$ cat config.mk
export PLATFORM = sky130hd
export DESIGN_NAME = wait_for_deadlock_detector_core
export DESIGN_NICKNAME = d
export VERILOG_FILES = /design/src/sv/wfd_pkg.sv /design/src/sv/wfd_table.sv /design/src/sv/wait_for_deadlock_detector_core.sv
export SDC_FILE = /design/constraint.sdc
export NUM_CORES = 1
export LEC_CHECK = 0
export BUFFER_PORTS_ARGS = -buffer_cell sky130_fd_sc_hd__buf_2
export CELL_PAD_IN_SITES_DETAIL_PLACEMENT = 1
export CELL_PAD_IN_SITES_GLOBAL_PLACEMENT = 2
export CORE_MARGIN = 1.5
export CORE_UTILIZATION = 40
export DETAILED_ROUTE_END_ITERATION = 16
export PLACE_DENSITY = 0.84
export SLEW_MARGIN = 20
export SYNTH_ARGS = -nofsm -noshare
export SYNTH_HDL_FRONTEND = slang
export SYNTH_SLANG_ARGS = --single-unit
$ cat constraint.sdc
create_clock -name clk_i -period 2.16 [get_ports clk_i]
set_clock_uncertainty 0.2 [all_clocks]
set_input_delay 0.108 -clock clk_i [delete_from_list [all_inputs] [get_ports clk_i]]
set_output_delay 0.108 -clock clk_i [all_outputs]
set_load 0.005 [all_outputs]
$ cat src/sv/wfd_pkg.sv
// shared types and constants for the wait-for deadlock detector
package wfd_pkg;

  localparam int SLOT_W           = 4;
  localparam int REQ_W            = 2;
  localparam int THREAD_COUNT_DEF = 16;

  typedef enum logic [REQ_W-1:0] {
    REQ_CHECK  = 2'd0,
    REQ_RECORD = 2'd1,
    REQ_REMOVE = 2'd2,
    REQ_CLEAR  = 2'd3
  } req_e;

  // table edit command from the sequencer
  typedef struct packed {
    logic              set;
    logic              clr;
    logic              clr_all;
    logic [SLOT_W-1:0] target;
  } wfd_cmd_t;

endpackage

$ cat src/sv/wfd_table.sv
// wait-for table: valid flops plus target memory with registered read
module wfd_table import wfd_pkg::*; #(
  parameter int ThreadCount = THREAD_COUNT_DEF,
  localparam int IdxW = (ThreadCount > 1) ? $clog2(ThreadCount) : 1
) (
  input  logic              clk_i,
  input  logic              rst_ni,
  input  wfd_cmd_t          cmd_i,
  input  logic [IdxW-1:0]   wr_idx_i,
  input  logic [IdxW-1:0]   rd_idx_i,
  output logic [SLOT_W-1:0] rd_target_o,
  input  logic [IdxW-1:0]   vld_idx_i,
  output logic              vld_o
);

  logic [ThreadCount-1:0] valid_q;
  logic [SLOT_W-1:0]      target_mem [ThreadCount];
  logic [SLOT_W-1:0]      rd_target_q;

  always_ff @(posedge clk_i or negedge rst_ni) begin
    if (!rst_ni) begin
      valid_q <= '0;
    end else if (cmd_i.clr_all) begin
      valid_q <= '0;
    end else if (cmd_i.set) begin
      valid_q[wr_idx_i] <= 1'b1;
    end else if (cmd_i.clr) begin
      valid_q[wr_idx_i] <= 1'b0;
    end
  end

  always_ff @(posedge clk_i) begin
    if (cmd_i.set) begin
      target_mem[wr_idx_i] <= cmd_i.target;
    end
    rd_target_q <= target_mem[rd_idx_i];
  end

  assign rd_target_o = rd_target_q;
  assign vld_o       = valid_q[vld_idx_i];

endmodule

$ cat src/sv/wait_for_deadlock_detector_core.sv
// wait-for deadlock detector top level: request sequencer and chain walk
// edit requests (record, remove, clear) give their result in the cycle after accept
// check: walks the holder's chain, visiting at most ThreadCount entries before its result
// throughput: one item at a time; the chain walk reads one table entry per cycle
// reset: all waits cleared, sequencer idle; results cannot be stalled by the receiver
module wait_for_deadlock_detector_core import wfd_pkg::*; #(
  parameter int ThreadCount = THREAD_COUNT_DEF
) (
  input  logic              clk_i,
  input  logic              rst_ni,
  input  logic              start,
  output logic              busy,
  input  logic [REQ_W-1:0]  req_type_i,
  input  logic [SLOT_W-1:0] requester_i,
  input  logic [SLOT_W-1:0] holder_i,
  output logic              result_valid_o,
  output logic              deadlock_o
);

  localparam int IdxW = (ThreadCount > 1) ? $clog2(ThreadCount) : 1;
  localparam int ExtW = (IdxW > SLOT_W) ? IdxW : SLOT_W;
  localparam int CntW = IdxW;

  typedef enum logic {
    ST_IDLE,
    ST_WALK
  } state_e;

  state_e                 state_q;
  logic [SLOT_W-1:0]      cur_q;
  logic [SLOT_W-1:0]      req_q;
  logic [CntW-1:0]        cnt_q;
  logic [ThreadCount-1:0] seen_q;
  logic                   done_q;
  logic                   dl_q;

  wfd_cmd_t          cmd;
  logic [IdxW-1:0]   wr_idx;
  logic [IdxW-1:0]   rd_idx;
  logic [IdxW-1:0]   cur_idx;
  logic [SLOT_W-1:0] rd_target;
  logic              cur_vld;
  logic              accept;
  logic              wr_ok;
  logic              cur_ok;
  logic [ExtW-1:0]   req_ext;
  logic [ExtW-1:0]   hold_ext;
  logic [ExtW-1:0]   cur_ext;
  logic [ExtW-1:0]   tgt_ext;

  assign accept = start && !busy;

  // slot numbers widened so they index or range-check at any table depth
  assign req_ext  = ExtW'(requester_i);
  assign hold_ext = ExtW'(holder_i);
  assign cur_ext  = ExtW'(cur_q);
  assign tgt_ext  = ExtW'(rd_target);
  assign wr_ok    = {1'b0, req_ext} < (ExtW+1)'(ThreadCount);
  assign cur_ok   = {1'b0, cur_ext} < (ExtW+1)'(ThreadCount);
  assign wr_idx   = req_ext[IdxW-1:0];
  assign cur_idx  = cur_ext[IdxW-1:0];
  assign rd_idx   = (state_q == ST_WALK) ? tgt_ext[IdxW-1:0] : hold_ext[IdxW-1:0];

  always_comb begin
    cmd         = '0;
    cmd.target  = holder_i;
    if (accept) begin
      case (req_type_i)
        REQ_RECORD: cmd.set     = wr_ok;
        REQ_REMOVE: cmd.clr     = wr_ok;
        REQ_CLEAR:  cmd.clr_all = 1'b1;
        default:    ;
      endcase
    end
  end

  wfd_table #(
    .ThreadCount(ThreadCount)
  ) u_table (
    .clk_i      (clk_i),
    .rst_ni     (rst_ni),
    .cmd_i      (cmd),
    .wr_idx_i   (wr_idx),
    .rd_idx_i   (rd_idx),
    .rd_target_o(rd_target),
    .vld_idx_i  (cur_idx),
    .vld_o      (cur_vld)
  );

  always_ff @(posedge clk_i or negedge rst_ni) begin
    if (!rst_ni) begin
      state_q <= ST_IDLE;
      cur_q   <= '0;
      req_q   <= '0;
      cnt_q   <= '0;
      seen_q  <= '0;
      done_q  <= 1'b0;
      dl_q    <= 1'b0;
    end else begin
      done_q <= 1'b0;
      case (state_q)
        ST_IDLE: begin
          if (accept) begin
            dl_q <= 1'b0;
            if (req_type_i == REQ_CHECK) begin
              state_q <= ST_WALK;
              cur_q   <= holder_i;
              req_q   <= requester_i;
              cnt_q   <= '0;
              seen_q  <= '0;
            end else begin
              done_q <= 1'b1;
            end
          end
        end
        ST_WALK: begin
          // rd_target holds the entry of cur_q, read on the previous edge
          if (!cur_ok || seen_q[cur_idx] || !cur_vld) begin
            state_q <= ST_IDLE;
            done_q  <= 1'b1;
            dl_q    <= 1'b0;
          end else if (rd_target == req_q) begin
            state_q <= ST_IDLE;
            done_q  <= 1'b1;
            dl_q    <= 1'b1;
          end else if (cnt_q == CntW'(ThreadCount - 1)) begin
            state_q <= ST_IDLE;
            done_q  <= 1'b1;
            dl_q    <= 1'b0;
          end else begin
            seen_q[cur_idx] <= 1'b1;
            cur_q           <= rd_target;
            cnt_q           <= cnt_q + 1'b1;
          end
        end
        default: state_q <= ST_IDLE;
      endcase
    end
  end

  assign busy           = (state_q == ST_WALK);
  assign result_valid_o = done_q;
  assign deadlock_o     = dl_q;

  a_no_result_while_busy: assert property (@(posedge clk_i) disable iff (!rst_ni)
    busy |-> !result_valid_o)
    else $error("result strobe during chain walk");

  a_edit_result_next: assert property (@(posedge clk_i) disable iff (!rst_ni)
    (accept && req_type_i != REQ_CHECK) |=> (result_valid_o && !deadlock_o))
    else $error("edit request did not give its result next cycle");

  a_check_walks: assert property (@(posedge clk_i) disable iff (!rst_ni)
    (accept && req_type_i == REQ_CHECK) |=> busy)
    else $error("check request did not start a walk");

  a_deadlock_from_walk: assert property (@(posedge clk_i) disable iff (!rst_ni)
    (result_valid_o && deadlock_o) |-> $past(busy))
    else $error("deadlock reported without a walk");

endmodule

==> results of run 1 <==
[flip-flops by register name (all words and copies together), names as in the netlist]
signal and cells:
req_q 4, u_table.target_mem 64, seen_q 16, u_table.valid_q 16
busy 1, u_table.rd_target_o 4, deadlock_o 1, cnt_q 4
cur_ext 4, result_valid_o 1
[routing by layer]
metal | wire [µm] | vias up
met1 | 5640 | 1803
met4 | 281 | 0
li1 | - | 1557
met3 | 562 | 27
met2 | 6540 | 82
met5 | 0 | -
[repair_timing]
| item | 4_1_cts | 5_1_grt |
|---|---|---|
| hold endpoints to repair | 132 | 0 |
| hold buffers | 11 | 0 |
| buffers inserted | 3 | 6 |
| cloned | 0 | 0 |
| pin swaps | 4 | 6 |
| resized for setup | 21 | 17 |
| setup endpoints to repair | 34 | 37 |
[per-stage QoR]
step	setup TNS (ns)	area, µm²	power [W]
detailed placement	-5.64	5650	0.00549
finish	-2.29	6560	0.00880
global placement	-3.19	5650	0.00538
global route	-5.52	6560	0.00924
floorplan	-0.0972	5080	0.00464
CTS	-2.35	6460	0.00865
[cells in the final DEF (no fill, tap or decap), drive strengths merged, types with 2 or more instances in the layout]
| cell type | instances |
|---|---|
| nor3 | 2 |
| edfxtp | 64 |
| nor2b | 11 |
| dlygate4sd3 | 11 |
| a211oi | 4 |
| inv | 9 |
| clkinv | 7 |
| nand4 | 3 |
| dfxtp | 4 |
| mux2i | 15 |
| dfrtp | 47 |
| xnor2 | 4 |
| bufinv | 3 |
| mux4 | 24 |
| and2 | 2 |
| buf | 70 |
| nand3 | 4 |
| o21ai | 32 |
| clkbuf | 18 |
| a21oi | 38 |
| a32o | 16 |
| nand2b | 2 |
| nor2 | 31 |
| mux2 | 6 |
| nand2 | 19 |
[final timing paths]
path | to | cells after the start
max | cur_ext[2] | 7
min | cnt_q[1] | 3
max reg2reg | cur_ext[2] | 7
min reg2reg | seen_q[7] | 1
max in group asynchronous | cur_ext[0] | 3
min in group clk_i | u_table.valid_q[5] | 5
[tightest hold or removal path, delay by kind of cell]
kind | cells | cell delay [ns]
buffers and inverters | 3 | 0.89
[power by group]
part,internal (W),total (W),switching (W)
sequential,0.00269,0.00302,0.000327
combinational,0.00149,0.00291,0.00142
clock,0.00183,0.00287,0.00104
[cell families after synthesis]
group	after synthesis	share of synthesized area, %
mux	45	15.2
fa+ha+maj	1	0.248
compound gates	94	11.5
xor+xnor	4	0.694
simple gates	77	7.09
buf+inv	25	2.31
flops	115	63.0
[final cells by class]
cell class	count	area, µm²
Inverter	6	22.5
Timing Repair Buffer	81	674
Clock inverter	14	178
Tap cell	168	210
Fill cell	1176	5600
Multi-Input combinational cell	221	1870
Sequential cell	115	3180
Clock buffer	18	429
==> qor.txt, run 1 <==
Violated checks = setup timing
CTS tree = built
Initial antenna violation count = 0
Vias per cell = 5.57
R2R setup slack = -0.12 ns
DP Wirelength = 8430 µm
Max cap viols = 0
DRT Pass-1 Iters = 4
Pin count of the biggest net entering global routing = 48
Iter 0 DRT Violations = 236
Worst relative slew slack = 62.7%
Final Slew Violations = 0
Post-synth ARST share = 40.9%
Slowest CP cell = mux4_2
Overflow after GRT = 0
Vias = 3469
Hold slack = 0.0131 ns
Netlist Area Pre-Place = 5050 µm²
Clock buffer depth = 2
Flops & latches, synth = 115
Worst Path Max Fanout = 6
Arrival time worst endpoint = 2.41 ns
# H-tree levels = 4
Dpl ws = -0.328 ns
Met3 Use GR = 5.11%
Worst slew pin tran = 0.559 ns
Drt wl/cell = 20.9 µm
Seq/Total Area, Yosys = 63.0%
ANT cells = 0
Crit Path Category = flop to flop
Global routing usage on met2 = 33.7%
Ys flop type = edfxtp_1
Final Non-Filler Cells = 623
Global-route wire length before repair = 20900 µm
Fmax = 439 MHz
Area Growth Syn to Fin = 30.0%
Syn nets = 375
Rows = 40
Startpoint types = flop
Synth unique cells = 38
CP bufs+invs = 1
Util after Layout = 54.0%
Tmin final = 2.28 ns
Die Wd = 115 µm
Worst path cell trace = buf_6 -> mux4_2 -> nand2_1 -> nand4_1 -> a21oi_4 -> a21bo_4 -> mux2i_1
Unrepaired setup endpoints after global routing = true
Power density cells = 1340 nW/µm²
Status = finished, violations left
Die Area = 13300 µm²
Setup-failing EPs final = 29
Top delay family on crit path = multiplexers
GRT Overall Usage = 21.5%
Synth cell count leaders = 64 x edfxtp_1, 47 x dfrtp_1, 37 x a21oi_1
Top-area cell type share of the netlist area = 38.1%
Final WS setup = -0.118 ns
Worst Setup SP = cur_ext[0]
Placer Congestion = 0.828
Sink Count = 115
Clock Latency Late Sink = 0.42 ns
Inst Count DP = 571
Vias in the first global route = 3700
CTS Buf Count = 17
Post-DRT Antenna Nets = 0
Placeable Area = 12200 µm²
Worst IR Drop VDD = 0.729 mV
Routed WL = 13000 µm
Gr busiest metal = met2
Post-synth top area cell = edfxtp_1
Worst R2R Start = cur_ext[0]
Final Hold Viols = 0
Clk root buf = clkbuf_16
Number of flops mapped to enable cells by yosys = 64
Synth warn = 0
Initial Util = 41.5%
Critical Path End Type = flop
Layout cell share with drive strength beyond 1 = 33.8%
I/O Buffers = 15
Leakage power total = 2.50 nW
Fin crit share = 105%
Worst hold path type = input pin to asynchronous set/reset pin
Final nets = 456
Most frequent cell after synthesis = edfxtp_1
Clock slew at reported path FFs = 0.05 ns
Avg Inst Size Synth = 14.0 µm²
Req. time, crit path = 2.30 ns
Die H = 115 µm
Detailed-route DRC error count = 0
CP max stage delay = 0.48 ns
Synth Instances = 361
GR Util met1 = 29.2%
Top cells by area, synth = edfxtp_1 38%, dfrtp_1 23%, mux4_2 9.8%
Top-Level Pins = 16
(Power assumes the default switching activity.)
==> inputs of run 2 (changes only) <==
--- a/config.mk
+++ b/config.mk
@@ -12,6 +12,7 @@
 export CORE_UTILIZATION = 40
 export DETAILED_ROUTE_END_ITERATION = 16
 export PLACE_DENSITY = 0.84
+export RECOVER_POWER = 100
 export SLEW_MARGIN = 20
 export SYNTH_ARGS = -nofsm -noshare
 export SYNTH_HDL_FRONTEND = slang
==> qor.txt, run 2 (synthesis results as in run 1) <==
Status = finished, violations left
Violated checks = setup timing
Worst Path Max Fanout = 6
Detailed-route DRC error count = 0
Clk root buf = clkbuf_16
Layout cell share with drive strength beyond 1 = 31.9%
Final Slew Violations = 0
Global-route wire length before repair = 20900 µm
Arrival time worst endpoint = 2.42 ns
Clock Latency Late Sink = 0.42 ns
Vias in the first global route = 3700
Most frequent cells in the layout = 64 x edfxtp_1, 45 x dfrtp_1, 38 x buf_4, 36 x a21oi_1, 32 x o21ai_0
Worst slew pin tran = 1.19 ns
Most common cell after layout, fill and taps aside = edfxtp_1
Post-DRT Antenna Nets = 0
Initial Util = 41.5%
Max cap viols = 0
Sink Count = 115
Fmax = 438 MHz
Clock buffer depth = 2
Worst hold path type = input pin to flop
Util after Layout = 53.5%
Vias per cell = 5.60
Unrepaired setup endpoints after global routing = true
Iter 0 DRT Violations = 214
Fin crit share = 106%
Die Wd = 115 µm
Die Area = 13300 µm²
Startpoint types = flop
Worst IR Drop VDD = 0.728 mV
Worst relative slew slack = 20.9%
CTS Buf Count = 17
DRT Pass-1 Iters = 4
Pwr Total = 0.00878 W
Leakage power total = 2.47 nW
Req. time, crit path = 2.29 ns
GRT Overall Usage = 21.5%
I/O Buffers = 15
Placeable Area = 12200 µm²
Crit Path Category = flop to flop
Placer Congestion = 0.828
Pin count of the biggest net entering global routing = 48
Critical Path End Type = flop
Clock slew at reported path FFs = 0.06 ns
FF+latch area = 3180 µm²
Inst Count DP = 571
Drt wl/cell = 20.9 µm
Area Growth Syn to Fin = 29.0%
Area of the multi-input gates = 1860 µm²
Fill count = 1183
DP Wirelength = 8430 µm
Final Non-Filler Cells = 623
Vias = 3486
ANT cells = 0
Initial antenna violation count = 0
Placed cell areas = 5650 µm²
Final nets = 456
Overflow after GRT = 0
Power density cells = 1350 nW/µm²
Hold slack = 0.0998 ns
Biggest registers after layout = u_table.target_mem x64, seen_q x16, u_table.valid_q x16
Rows = 40
Routed WL = 13000 µm
CTS tree = built
Top reg by flops = u_table.target_mem
Setup-failing EPs final = 76
Max reg flops = 64
Top-Level Pins = 16
Die H = 115 µm
Final WS setup = -0.122 ns
Tmin final = 2.28 ns
Final instance area = 6510 µm²
# H-tree levels = 4
Final Hold Viols = 0
==> run 2: changes by cell type in the layout (fill, tap and decap cells not counted), sizes merged <==
cell,previous run,this run
clkbuf,18,29
buf,70,59
==> run 2: cell type report <==
type                            count  share of cell area, %
Clock buffer                       18                   6.59
Clock inverter                     14                   2.73
Inverter                            6                  0.346
Multi-Input combinational cell    221                   28.6
Sequential cell                   115                   48.8
Tap cell                          168                   3.23
Timing Repair Buffer               81                   9.70
==> run 2: path summary, 6_finish.rpt <==
kind / from / endpoint / slack, ns / depth (start not counted)
worst max-delay path: cur_ext[0] / cur_ext[2] / -0.12 / 7
worst min-delay path: req_type_i[0] / u_table.valid_q[5] / 0.1 / 5
worst max register to register: cur_ext[0] / cur_ext[2] / -0.12 / 7
worst min register to register: seen_q[7] / seen_q[7] / 0.29 / 1
max in group asynchronous: rst_ni / cur_ext[0] / 0.60 / 3
min in group asynchronous: rst_ni / cnt_q[1] / 0.36 / 3
==> run 2: repair_timing <==
action                     CTS  global route
pin swaps                    4             6
hold endpoints to repair   132             0
buffers inserted             3             6
setup endpoints to repair   34            37
hold buffers                11             0
gates resized for setup     21            17
gates cloned                 0             0
==> run 2: routing by layer <==
layer | vias up | routed length (µm) | global-route usage, % | part of all wire, %
li1 | 1557 | - | - | -
met1 | 1837 | 5720 | 29.2 | 44
met2 | 67 | 6600 | 33.7 | 51
met3 | 25 | 433 | 5.11 | 3.3
met4 | 0 | 289 | 8.48 | 2.2
met5 | - | 0 | 0 | 0
==> run 2: stage by stage <==
step	TNS, ns	setup WS (ns)
3_5_place_dp	-5.64	-0.328
5_1_grt	-10.76	-0.258
3_3_place_gp	-3.19	-0.190
6_report	-4.12	-0.122
2_1_floorplan	-0.0972	-0.0270
4_1_cts	-2.35	-0.127
==> run 2: where the power goes <==
part | leakage [nW] | total [W] | switching [W] | internal (W)
sequential | 1.18 | 0.00302 | 0.000326 | 0.00269
combinational | 0.997 | 0.00289 | 0.00141 | 0.00147
clock | 0.295 | 0.00288 | 0.00105 | 0.00183
==> run 2: critical path, cell delays in order, from the launching register on <==
cell and delay (ns):
dfrtp_2 0.45, buf_6 0.16, mux4_2 0.48, nand2_1 0.08
nand4_1 0.17, a21oi_4 0.23, a21bo_4 0.21, mux2i_1 0.20
